--- src/rtl/dnp_pkg.sv ---
// shared types, constants and digit accumulate functions for the decimal number text parser
package dnp_pkg;

	localparam int MANTISSA_BITS = 32;
	localparam int EXPONENT_BITS = 16;
	localparam int CHAR_BITS     = 8;
	localparam int COUNT_BITS    = 8;
	localparam int DIGIT_BITS    = 4;

	localparam int RESULT_BITS   = 1 + 32 + 32 + COUNT_BITS + 1 + 16 + 1 + CHAR_BITS;
	localparam int TDATA_BITS    = ((RESULT_BITS + 7) / 8) * 8;

	localparam logic [CHAR_BITS-1:0] CH_ZERO  = 8'h30;
	localparam logic [CHAR_BITS-1:0] CH_NINE  = 8'h39;
	localparam logic [CHAR_BITS-1:0] CH_POINT = 8'h2e;
	localparam logic [CHAR_BITS-1:0] CH_PLUS  = 8'h2b;
	localparam logic [CHAR_BITS-1:0] CH_MINUS = 8'h2d;
	localparam logic [CHAR_BITS-1:0] CH_UPPER_E = 8'h45;
	localparam logic [CHAR_BITS-1:0] CH_LOWER_E = 8'h65;

	typedef enum logic [2:0] {
		PH_START     = 3'd0,
		PH_SIGN      = 3'd1,
		PH_INT       = 3'd2,
		PH_POINT     = 3'd3,
		PH_FRAC      = 3'd4,
		PH_EXP_MARK  = 3'd5,
		PH_EXP_SIGN  = 3'd6,
		PH_EXP       = 3'd7
	} phase_t;

	typedef struct packed {
		phase_t                   phase;
		logic                     negative;
		logic [MANTISSA_BITS-1:0] int_acc;
		logic [MANTISSA_BITS-1:0] frac_acc;
		logic [COUNT_BITS-1:0]    frac_cnt;
		logic                     exp_negative;
		logic [EXPONENT_BITS-1:0] exp_acc;
		logic                     overflow;
	} state_t;

	typedef struct packed {
		logic [CHAR_BITS-1:0]  terminator;
		logic                  overflowed;
		logic [15:0]           exponent_magnitude;
		logic                  exponent_negative;
		logic [COUNT_BITS-1:0] fraction_count;
		logic [31:0]           fraction_value;
		logic [31:0]           integer_part;
		logic                  is_negative;
	} result_t;

	typedef struct packed {
		logic                     ovf;
		logic [MANTISSA_BITS-1:0] val;
	} mant_push_t;

	typedef struct packed {
		logic                     ovf;
		logic [EXPONENT_BITS-1:0] val;
	} exp_push_t;

	function automatic mant_push_t mant_push(input logic [MANTISSA_BITS-1:0] acc,
			input logic [DIGIT_BITS-1:0] d);
		logic [MANTISSA_BITS+3:0] wide;
		mant_push_t r;
		wide = ({4'b0, acc} << 3) + ({4'b0, acc} << 1) + {{MANTISSA_BITS{1'b0}}, d};
		r.ovf = |wide[MANTISSA_BITS+3:MANTISSA_BITS];
		r.val = r.ovf ? {MANTISSA_BITS{1'b1}} : wide[MANTISSA_BITS-1:0];
		return r;
	endfunction

	function automatic exp_push_t exp_push(input logic [EXPONENT_BITS-1:0] acc,
			input logic [DIGIT_BITS-1:0] d);
		logic [EXPONENT_BITS+3:0] wide;
		exp_push_t r;
		wide = ({4'b0, acc} << 3) + ({4'b0, acc} << 1) + {{EXPONENT_BITS{1'b0}}, d};
		r.ovf = |wide[EXPONENT_BITS+3:EXPONENT_BITS];
		r.val = r.ovf ? {EXPONENT_BITS{1'b1}} : wide[EXPONENT_BITS-1:0];
		return r;
	endfunction

	function automatic state_t cleared_state();
		state_t s;
		s.phase        = PH_START;
		s.negative     = 1'b0;
		s.int_acc      = '0;
		s.frac_acc     = '0;
		s.frac_cnt     = '0;
		s.exp_negative = 1'b0;
		s.exp_acc      = '0;
		s.overflow     = 1'b0;
		return s;
	endfunction

endpackage

--- src/rtl/dnp_step.sv ---
// next parse state and result for one character
module dnp_step (
	input  dnp_pkg::state_t                  cur,
	input  logic [dnp_pkg::CHAR_BITS-1:0]    ch,
	input  logic                             eof,
	output dnp_pkg::state_t                  nxt,
	output logic                             done,
	output dnp_pkg::result_t                 res
);

	logic                              digit;
	logic [dnp_pkg::DIGIT_BITS-1:0]    d;
	logic                              is_sign;
	logic                              is_e;
	logic [dnp_pkg::CHAR_BITS-1:0]     ch_sub;
	dnp_pkg::mant_push_t               int_push;
	dnp_pkg::mant_push_t               frac_push;
	dnp_pkg::exp_push_t                ex_push;
	dnp_pkg::state_t                   upd;
	logic                              stop;

	assign digit   = (ch >= dnp_pkg::CH_ZERO) && (ch <= dnp_pkg::CH_NINE);
	assign ch_sub  = ch - dnp_pkg::CH_ZERO;
	assign d       = digit ? ch_sub[dnp_pkg::DIGIT_BITS-1:0] : '0;
	assign is_sign = (ch == dnp_pkg::CH_PLUS) || (ch == dnp_pkg::CH_MINUS);
	assign is_e    = (ch == dnp_pkg::CH_UPPER_E) || (ch == dnp_pkg::CH_LOWER_E);

	assign int_push  = dnp_pkg::mant_push(cur.int_acc, d);
	assign frac_push = dnp_pkg::mant_push(cur.frac_acc, d);
	assign ex_push   = dnp_pkg::exp_push(cur.exp_acc, d);

	always_comb begin
		upd  = cur;
		stop = 1'b0;
		unique case (cur.phase)
			dnp_pkg::PH_START: begin
				if (is_sign) begin
					upd.negative = (ch == dnp_pkg::CH_MINUS);
					upd.phase    = dnp_pkg::PH_SIGN;
				end else if (digit) begin
					upd.int_acc  = int_push.val;
					upd.overflow = cur.overflow | int_push.ovf;
					upd.phase    = dnp_pkg::PH_INT;
				end else if (ch == dnp_pkg::CH_POINT) begin
					upd.phase = dnp_pkg::PH_POINT;
				end else begin
					stop = 1'b1;
				end
			end
			dnp_pkg::PH_SIGN: begin
				if (ch == dnp_pkg::CH_POINT) begin
					upd.phase = dnp_pkg::PH_POINT;
				end else if (digit) begin
					upd.int_acc  = int_push.val;
					upd.overflow = cur.overflow | int_push.ovf;
					upd.phase    = dnp_pkg::PH_INT;
				end else begin
					stop = 1'b1;
				end
			end
			dnp_pkg::PH_INT: begin
				if (digit) begin
					upd.int_acc  = int_push.val;
					upd.overflow = cur.overflow | int_push.ovf;
				end else if (ch == dnp_pkg::CH_POINT) begin
					upd.phase = dnp_pkg::PH_FRAC;
				end else if (is_e) begin
					upd.phase = dnp_pkg::PH_EXP_MARK;
				end else begin
					stop = 1'b1;
				end
			end
			dnp_pkg::PH_POINT, dnp_pkg::PH_FRAC: begin
				if (digit) begin
					upd.frac_acc = frac_push.val;
					upd.frac_cnt = cur.frac_cnt + {{(dnp_pkg::COUNT_BITS-1){1'b0}},
						~(&cur.frac_cnt)};
					upd.overflow = cur.overflow | frac_push.ovf | (&cur.frac_cnt);
					upd.phase    = dnp_pkg::PH_FRAC;
				end else if (is_e && (cur.phase == dnp_pkg::PH_FRAC)) begin
					upd.phase = dnp_pkg::PH_EXP_MARK;
				end else begin
					stop = 1'b1;
				end
			end
			dnp_pkg::PH_EXP_MARK, dnp_pkg::PH_EXP_SIGN, dnp_pkg::PH_EXP: begin
				if (digit) begin
					upd.exp_acc  = ex_push.val;
					upd.overflow = cur.overflow | ex_push.ovf;
					upd.phase    = dnp_pkg::PH_EXP;
				end else if (is_sign && (cur.phase == dnp_pkg::PH_EXP_MARK)) begin
					upd.exp_negative = (ch == dnp_pkg::CH_MINUS);
					upd.phase        = dnp_pkg::PH_EXP_SIGN;
				end else begin
					stop = 1'b1;
				end
			end
		endcase
	end

	assign done = eof | stop;
	assign nxt  = done ? dnp_pkg::cleared_state() : upd;

	// result is the state before this character; an ending character never accumulates
	assign res.is_negative        = cur.negative;
	assign res.integer_part       = cur.int_acc;
	assign res.fraction_value     = cur.frac_acc;
	assign res.fraction_count     = cur.frac_cnt;
	assign res.exponent_negative  = cur.exp_negative;
	assign res.exponent_magnitude = cur.exp_acc;
	assign res.overflowed         = cur.overflow;
	assign res.terminator         = eof ? '0 : ch;

endmodule

--- src/rtl/decimal_number_text_parser.sv ---
// top level of the decimal number text parser: input register, parse state, result register
// a character is taken into the input register, and the number it ends is loaded into the result register
// throughput: one character per cycle unless the result register stalls, set by the state update in dnp_step
// the input register stalls only while the result register holds an item not yet taken
// asynchronous active-low reset empties both registers and puts the parser in the start phase
module decimal_number_text_parser (
	input  logic                             clk,
	input  logic                             arst_n,
	input  logic                             s_tvalid,
	output logic                             s_tready,
	input  logic [7:0]                       s_tdata,  // char_code[7:0]
	input  logic                             s_tlast,  // end_of_input
	output logic                             m_tvalid,
	input  logic                             m_tready,
	output logic [dnp_pkg::TDATA_BITS-1:0]   m_tdata,  // is_negative, integer_part,
	                                                   // fraction_value, fraction_count,
	                                                   // exponent_negative, exponent_magnitude,
	                                                   // overflowed, terminator, zero fill
	output logic                             m_tlast   // ended_by_eof
);

	logic                           valid_s1;
	logic [dnp_pkg::CHAR_BITS-1:0]  char_s1;
	logic                           eof_s1;
	dnp_pkg::state_t                state_q;
	dnp_pkg::state_t                state_nxt;
	logic                           done;
	dnp_pkg::result_t               res;
	logic                           out_valid_q;
	dnp_pkg::result_t               out_res_q;
	logic                           out_eof_q;
	logic                           out_free;
	logic                           fire;

	assign out_free = !out_valid_q || m_tready;
	assign fire     = valid_s1 && out_free;
	assign s_tready = !valid_s1 || out_free;

	always_ff @(posedge clk or negedge arst_n) begin
		if (!arst_n) begin
			valid_s1 <= 1'b0;
		end else if (s_tready) begin
			valid_s1 <= s_tvalid;
		end
	end

	always_ff @(posedge clk) begin
		if (s_tready && s_tvalid) begin
			char_s1 <= s_tdata;
			eof_s1  <= s_tlast;
		end
	end

	dnp_step u_step (
		.cur  (state_q),
		.ch   (char_s1),
		.eof  (eof_s1),
		.nxt  (state_nxt),
		.done (done),
		.res  (res)
	);

	always_ff @(posedge clk or negedge arst_n) begin
		if (!arst_n) begin
			state_q <= dnp_pkg::cleared_state();
		end else if (fire) begin
			state_q <= state_nxt;
		end
	end

	always_ff @(posedge clk or negedge arst_n) begin
		if (!arst_n) begin
			out_valid_q <= 1'b0;
		end else if (out_free) begin
			out_valid_q <= fire && done;
		end
	end

	always_ff @(posedge clk) begin
		if (fire && done) begin
			out_res_q <= res;
			out_eof_q <= eof_s1;
		end
	end

	assign m_tvalid = out_valid_q;
	assign m_tdata  = {{(dnp_pkg::TDATA_BITS-dnp_pkg::RESULT_BITS){1'b0}}, out_res_q};
	assign m_tlast  = out_eof_q;

endmodule

--- config.mk ---
export PLATFORM = sky130hd
export DESIGN_NAME = decimal_number_text_parser
export DESIGN_NICKNAME = d
export VERILOG_FILES = /design/src/rtl/dnp_pkg.sv /design/src/rtl/dnp_step.sv /design/src/rtl/decimal_number_text_parser.sv
export SDC_FILE = /design/constraint.sdc
export NUM_CORES = 1
export LEC_CHECK = 0
export BUFFER_PORTS_ARGS = -buffer_cell sky130_fd_sc_hd__buf_2
export CORE_MARGIN = 2
export CORE_UTILIZATION = 29
export CTS_BUF_LIST = sky130_fd_sc_hd__clkbuf_8
export CTS_CLUSTER_DIAMETER = 60
export DETAILED_ROUTE_END_ITERATION = 10
export GPL_ROUTABILITY_DRIVEN = 0
export GPL_TIMING_DRIVEN = 1
export HOLD_SLACK_MARGIN = 0.02
export PLACE_DENSITY = 0.51
export SYNTH_ARGS = -nofsm -noshare
export SYNTH_HDL_FRONTEND = slang
export SYNTH_SLANG_ARGS = --single-unit
--- constraint.sdc ---
create_clock -name clk -period 6.7 [get_ports clk]
set_input_delay 0 -clock clk [delete_from_list [all_inputs] [get_ports clk]]
set_output_delay 0 -clock clk [all_outputs]
set_load 0.01 [all_outputs]
Word-level counts from Yosys, hierarchy flattened

Index checks and enable logic that the tools add are counted.

Register bits: 205

Add/subtract/negate cells: 8
$lt $le $gt $ge: 2
Equality and inequality tests: 23
Multiplexer cells: 48
Bitwise operators: 6
Reduce and logical (&&, ||, !) cells: 33

Operator list:

| operator                                                                             | count |
|---|---|
| 32-bit 2-to-1 mux                                                                    | 5 |
| 32-bit one-hot mux with 3 select lines                                               | 1 |
| 94-bit 2-to-1 mux                                                                    | 1 |
| 40-bit 2-to-1 mux                                                                    | 2 |
| 35-bit by 33-bit adder with 36-bit output                                            | 2 |
| 36-bit by 4-bit adder with 36-bit output                                             | 2 |
| 3-bit 2-to-1 mux                                                                     | 12 |
| 17-bit 2-to-1 mux                                                                    | 2 |
| 8-bit by 6-bit equality test with 1-bit output (second input constant)               | 3 |
| 19-bit by 17-bit adder with 20-bit output                                            | 1 |
| 20-bit by 4-bit adder with 20-bit output                                             | 1 |
| 1-bit 2-to-1 mux                                                                     | 20 |
| 8-bit by 7-bit equality test with 1-bit output (second input constant)               | 2 |
| 16-bit 2-to-1 mux                                                                    | 1 |
| 4-bit by 2-bit != test with 1-bit output (second input constant)                     | 4 |
| 3-bit one-hot mux with 5 select lines                                                | 1 |
| 3-bit equality test (second input constant)                                          | 4 |
| 2-bit nonzero test                                                                   | 6 |
| 4-bit OR reduction                                                                   | 3 |
| 1-bit one-hot mux with 5 select lines                                                | 2 |
| 3-bit != test (second input constant)                                                | 3 |
| 3-bit AND reduction                                                                  | 3 |
| 8-bit by 1-bit adder with 8-bit output                                               | 1 |
| 8-bit by 6-bit greater-or-equal comparator with 1-bit output (second input constant) | 1 |
| other kinds (21)                                                                     | 37 |

Depth between registers and ports, before layout

Depth after elaboration: 10
Depth in mapped cells: 20
Depth with buffers taken out: 17

By module

Synthesis repeated with hierarchy kept, for this count alone.

Cell total of the unflattened synthesis: 1418
Area, all modules: 14931.8 um^2

Modules (own cells, without submodules):

| module                     | instances | cells each | area each (um^2) | seq. area each (um^2) |
|---|---|---|---|---|
| dnp_step                   | 1         | 1094       | 7756.2           | 0.0 |
| decimal_number_text_parser | 1         | 324        | 7175.6           | 5675.4 |

Least setup slack after synthesis

Ideal clock, no wire load.

Path type: flip-flop to flip-flop
From: register char_s1[6] (netlist name)
To: register out_res_q (netlist bit m_tdata[0]) (enable)
Setup time: 1.057 ns
Arrival: 3.795 ns
Slack: 1.848 ns
Cell stages (with the launch flop): 10
Buffers on the path: 0
Period minus slack after synthesis: 4.852 ns
Path through: edfxtp_1 > nand3b_1 > or4_1 > nor2_1 > a31oi_1 > a31oi_1 > a21oi_1 > a21o_1 > nand2_1 > clkinv_1

Cells in the longest elaborated chain, start to end: 8

RTL lines:

| item                                                                                                 | line                             | RTL |
|---|---|---|
| from (decl)                                                                                          | decimal_number_text_parser.sv:23 | `logic [dnp_pkg::CHAR_BITS-1:0] char_s1;` |
| from (signal assigned)                                                                               | decimal_number_text_parser.sv:49 | `char_s1 <= s_tdata;` |
| branches (longest 5 deep; another with 8-bit by 6-bit greater-or-equal comparator with 1-bit output) | --                               |  |
| 1-bit one-hot mux with 5 select lines (*)                                                            | dnp_step.sv:35                   | `unique case (cur.phase)` |
| 1-bit OR (*)                                                                                         | dnp_step.sv:101                  | `assign done = eof \| stop;` |
| 1-bit logical AND (*)                                                                                | decimal_number_text_parser.sv:80 | `if (fire && done) begin` |
| to (signal assigned)                                                                                 | decimal_number_text_parser.sv:81 | `out_res_q <= res;` |
| to (decl)                                                                                            | decimal_number_text_parser.sv:30 | `dnp_pkg::result_t out_res_q;` |

Every way passes the cells marked *.
A chain may end at the register's enable or synchronous reset.

Worst setup path in the final report

From: register char_s1[3] (netlist name)
To: register state_q[30] (netlist name)

Cells in the longest elaborated chain, start to end: 9

RTL lines:

| item                                                                                       | line                             | RTL |
|---|---|---|
| 8-bit by 6-bit greater-or-equal comparator with 1-bit output, or another cell as far along | dnp_step.sv:22                   | `assign digit = (ch >= dnp_pkg::CH_ZERO) && (ch <= dnp_pkg::CH_NINE);` |
| 1-bit logical AND, or another cell as far along                                            | dnp_step.sv:22                   |  |
| 4-bit 2-to-1 mux, or another cell as far along                                             | dnp_step.sv:24                   | `assign d = digit ? ch_sub[dnp_pkg::DIGIT_BITS-1:0] : '0;` |
| 36-bit by 4-bit adder with 36-bit output, or another cell as far along                     | dnp_pkg.sv:68                    | `wide = ({4'b0, acc} << 3) + ({4'b0, acc} << 1) + {{MANTISSA_BITS{1'b0}}, d};` |
| 4-bit OR reduction, or another cell as far along                                           | dnp_pkg.sv:69                    | `r.ovf = \|wide[MANTISSA_BITS+3:MANTISSA_BITS];` |
| 32-bit 2-to-1 mux or 1-bit one-hot mux with 5 select lines (tied branches)                 | dnp_pkg.sv:70, dnp_step.sv:35    |  |
| 40-bit 2-to-1 mux or 1-bit OR (tied branches)                                              | dnp_step.sv:74, dnp_step.sv:101  |  |
| 40-bit 2-to-1 mux or 2-bit nonzero test (tied branches)                                    | --                               |  |
| 94-bit 2-to-1 mux or 3-bit AND reduction (tied branches)                                   | --                               |  |
| to (signal assigned)                                                                       | decimal_number_text_parser.sv:65 | `state_q <= dnp_pkg::cleared_state();` |
| to (signal assigned)                                                                       | decimal_number_text_parser.sv:67 | `state_q <= state_nxt;` |
| to (decl)                                                                                  | decimal_number_text_parser.sv:25 | `dnp_pkg::state_t state_q;` |

Several ways; a longest one is shown, not always the timed one. The select of a mux whose other input is x is not followed.

==> reports/metrics.csv <==
stage,metric,value,unit
outcome,status,completed,
routing,drt first pass iters,5,
synthesis,count of different cell masters after synthesis,71,
timing,number of failing hold endpoints at the final stage,0,
final_layout,share of layout cells above drive strength 1,0.141,
setup_path,CP bufs+invs,2,
synthesis,Ys Warns,0,
clocking,hold buffers post-CTS,15,
setup_path,"most used cell, CP",a31oi_1,
timing,RSZ-0062 raised after global routing,no,
timing,worst hold margin,0.160,ns
floorplan,initial core utilization,0.292,
min_path,min-delay worst type,in2reg,
global_routing,all-layer global routing usage,0.143,
routing,drc violations,0,
pwr,combinational share of power,0.070,
placed_design,detailed placer's ending HPWL,23300,µm
pwr,Clock power frac,0.463,
job,Max Cap Violations,0,
floorplan,core box area,43900,µm²
setup_path,worst reg2reg startpoint,char_s1[3]$_DFFE_PP_,
clocking,H-tree Lvls,2,
pwr,Worst VDD drop,97.5,µV
synthesis,syn_area_per_cell,10.2,µm²
setup_path,endpoint class of the critical path,register,
clocking,"Setup Fix Bufs, Post-CTS",0,
routing,vias per cell,4.94,
timing,Least-Margin Pin Slew,1.05,ns
timing,Worst Skew,0.0200,ns
setup_path,Crit. Startpoint,char_s1[3]$_DFFE_PP_,
routing,Post-Route WL,32500,µm
timing,Slew headroom,0.297,
global_routing,largest net degree at the start of global routing,65,
setup_path,CP Max Fanout,30,
setup_path,CP Launch Type,register,
global_routing,global-route wire length before repair,53300,µm
synthesis,biggest area consumer among synthesized cells,edfxtp_1,
clocking,post-CTS sizing,0,
clocking,worst skew pair latency,0.58,ns
synthesis,share of the synthesized area in the top cell type,0.255,
pwr,Seq pwr share,0.467,
clocking,root buffer cell,clkbuf_8,
timing,setup violators final,0,
final_layout,fin area,15100,µm²
pwr,fraction of power spent switching nets,0.244,
synthesis,"EDFF count, synth",109,
routing,Iter 0 DRT Violations,764,
synthesis,dominant synthesized flop cell,edfxtp_1,
timing,Final min period,5.24,ns
final_layout,Layout area overhead,17.5,%
routing,routed length per placed instance,16.1,µm
global_routing,GRT overflow,0,
clocking,Sinks on Clock Net,205,
placed_design,"Cell Area, Placed",14000,µm²
setup_path,Worst EP arrival,5.69,ns
timing,period utilization,0.782,
synthesis,Synth Register Bits,205,
synthesis,Mapped Area,12800,µm²
clocking,CTS Buf Count,39,
global_routing,vias in the first global route,9993,
final_layout,fin nets,1569,
synthesis,"Seq/Total Area, Yosys",0.442,
clocking,CTS tree,done,
floorplan,number of cell rows,77,
clocking,clock slew at reported path FFs,0.06,ns
floorplan,I/O pin count,120,
routing,post-route ant nets,0,
setup_path,"slowest stage delay, CP",0.57,ns
clocking,clock buffer depth,3,
pwr,NetSw,752,µW
floorplan,Die Area,46000,µm²
min_path,Worst Hold Launch,s_tlast,
timing,Fin Setup TNS,0,ns
pwr,Int Pwr,2320,µW
setup_path,CP cell instances,o21ai_1 > and4b_1 > nand2_1 > xor2_1 > inv_1 > ha_1 > a211oi_2 > o21ai_0 > a22oi_1 > a31oi_1 > a221oi_1 > nor2_1 > a31oi_1 > o2111ai_1 > and2_1 > buf_4 > a221o_1,
setup_path,required time worst endpoint,7.15,ns
placed_design,port buffer count,114,
setup_path,Setup CP Type,reg2reg,
routing,Via Count,9958,
pwr,Pwr Density,204,nW/µm²
global_routing,initial antenna violation count,1,
synthesis,Synth Instances,1256,
floorplan,die width,214,µm
setup_path,Top delay family on crit path,compound AO/OA/AOI/OAI gates,
synthesis,asr flop ratio synth,0.468,
pwr,Leakage Power,0.00711,µW
timing,Slew Limit Fails,0,
setup_path,CP max-delay cell,and4b_1,
timing,Max Fclk,191,MHz
synthesis,most area-consuming cells after synthesis,"edfxtp_1, dfrtp_1, ha_1",
floorplan,chip height,214,µm
[logic make-up (layout without fill, tap and decap cells)]
kind of cell               after synthesis  in the layout  share of synthesized area
AOI/OAI and AO/OA                      371            371                      0.188
and+or+nand+nor                        356            356                      0.127
DFF                                    205            205                      0.442
adders and majority gates              163            163                      0.161
buffers and inverters                   82            245                     0.0280
xor gates and xnor gates                74             74                     0.0505
muxes                                    4              4                    0.00312
other                                    1              6                   0.000292
[worst paths after layout]
| check | endpoint | slack (ns) | depth (start not counted) |
|---|---|---|---|
| max | state_q[30]$_DFFE_PN0P_ | 1.46 | 17 |
| max reg2reg | state_q[30]$_DFFE_PN0P_ | 1.46 | 17 |
| min in group asynchronous | state_q[39]$_DFFE_PN0P_ | 0.49 | 4 |
| min | eof_s1$_DFFE_PP_ | 0.16 | 2 |
| min reg2reg | m_tdata[0]$_DFFE_PP_ | 0.46 | 0 |
| max in group asynchronous | state_q[61]$_DFFE_PN0P_ | 5.32 | 4 |
[routing by layer]
layer	share of wire	track usage
met5	0.00040	0
met4	0.021	0.0438
met3	0.047	0.0264
met2	0.44	0.223
met1	0.49	0.200
[state kept, by name, summed over array words and instances (netlist names)]
signal    flops
m_tdata      99
char_s1       8
state_q      94
m_tvalid      1
m_tlast       1
valid_s1      1
eof_s1        1
[Yosys cell counts, types with 5 or more instances]
library cell / n
a31oi_1: 12
buf_2: 8
buf_4: 5
nand4_1: 16
ha_1: 160
o21ai_0: 79
o21bai_1: 13
a31o_2: 5
a221oi_1: 6
a21o_1: 31
xnor2_1: 48
nand2_1: 119
a221o_1: 29
and3_1: 8
nor2b_1: 20
nor2_1: 117
nand3_1: 18
a21oi_1: 89
edfxtp_1: 109
dfrtp_1: 96
o21a_1: 11
inv_1: 36
o211ai_1: 10
nor3_1: 16
o21ai_1: 34
xor2_1: 26
clkbuf_1: 28
nand2b_1: 12
a211oi_1: 17
[per-stage QoR]
step	std cells	utilization	setup slack (ns)	power [µW]
finish	2016	0.343	1.46	3080
global route	2015	0.343	1.02	3210
CTS	2015	0.343	1.47	3140
detailed placement	1929	0.319	1.48	1670
global placement	1929	0.319	1.54	1670
floorplan	1260	-	1.85	1560
[final cells by class]
type | count | area [µm²]
diodes | 1 | 2.50
clock buffers | 49 | 674
clock inverters | 22 | 234
fillers | 4533 | 28800
inverters | 37 | 141
multi-input cells | 973 | 6820
flip-flops and latches | 205 | 5680
well taps | 592 | 741
repair buffers | 137 | 793
[layout by cell type, fill, tap and decap left out, drive strengths merged, types with 26 or more instances in the layout]
| cell | Yosys | final |
|---|---|---|
| ha | 160 | 160 |
| buf | 17 | 123 |
| nand2 | 119 | 119 |
| nor2 | 117 | 117 |
| o21ai | 114 | 114 |
| edfxtp | 109 | 109 |
| dfrtp | 96 | 96 |
| a21oi | 89 | 89 |
| clkbuf | 28 | 49 |
| xnor2 | 48 | 48 |
| inv | 36 | 45 |
| a21o | 31 | 31 |
| a221o | 29 | 29 |
| xor2 | 26 | 26 |
[power by group through the flow]
| stage | clock network (µW) | logic, µW | registers (µW) |
|---|---|---|---|
| 6_report | 1420 | 216 | 1440 |
| 5_1_grt | 1530 | 238 | 1440 |
| 4_1_cts | 1480 | 222 | 1440 |
| 3_5_place_dp | 0 | 214 | 1460 |
| 3_3_place_gp | 0 | 213 | 1460 |
| 2_1_floorplan | 0 | 79.9 | 1480 |
Note: power is estimated with default switching activity, not from simulation.
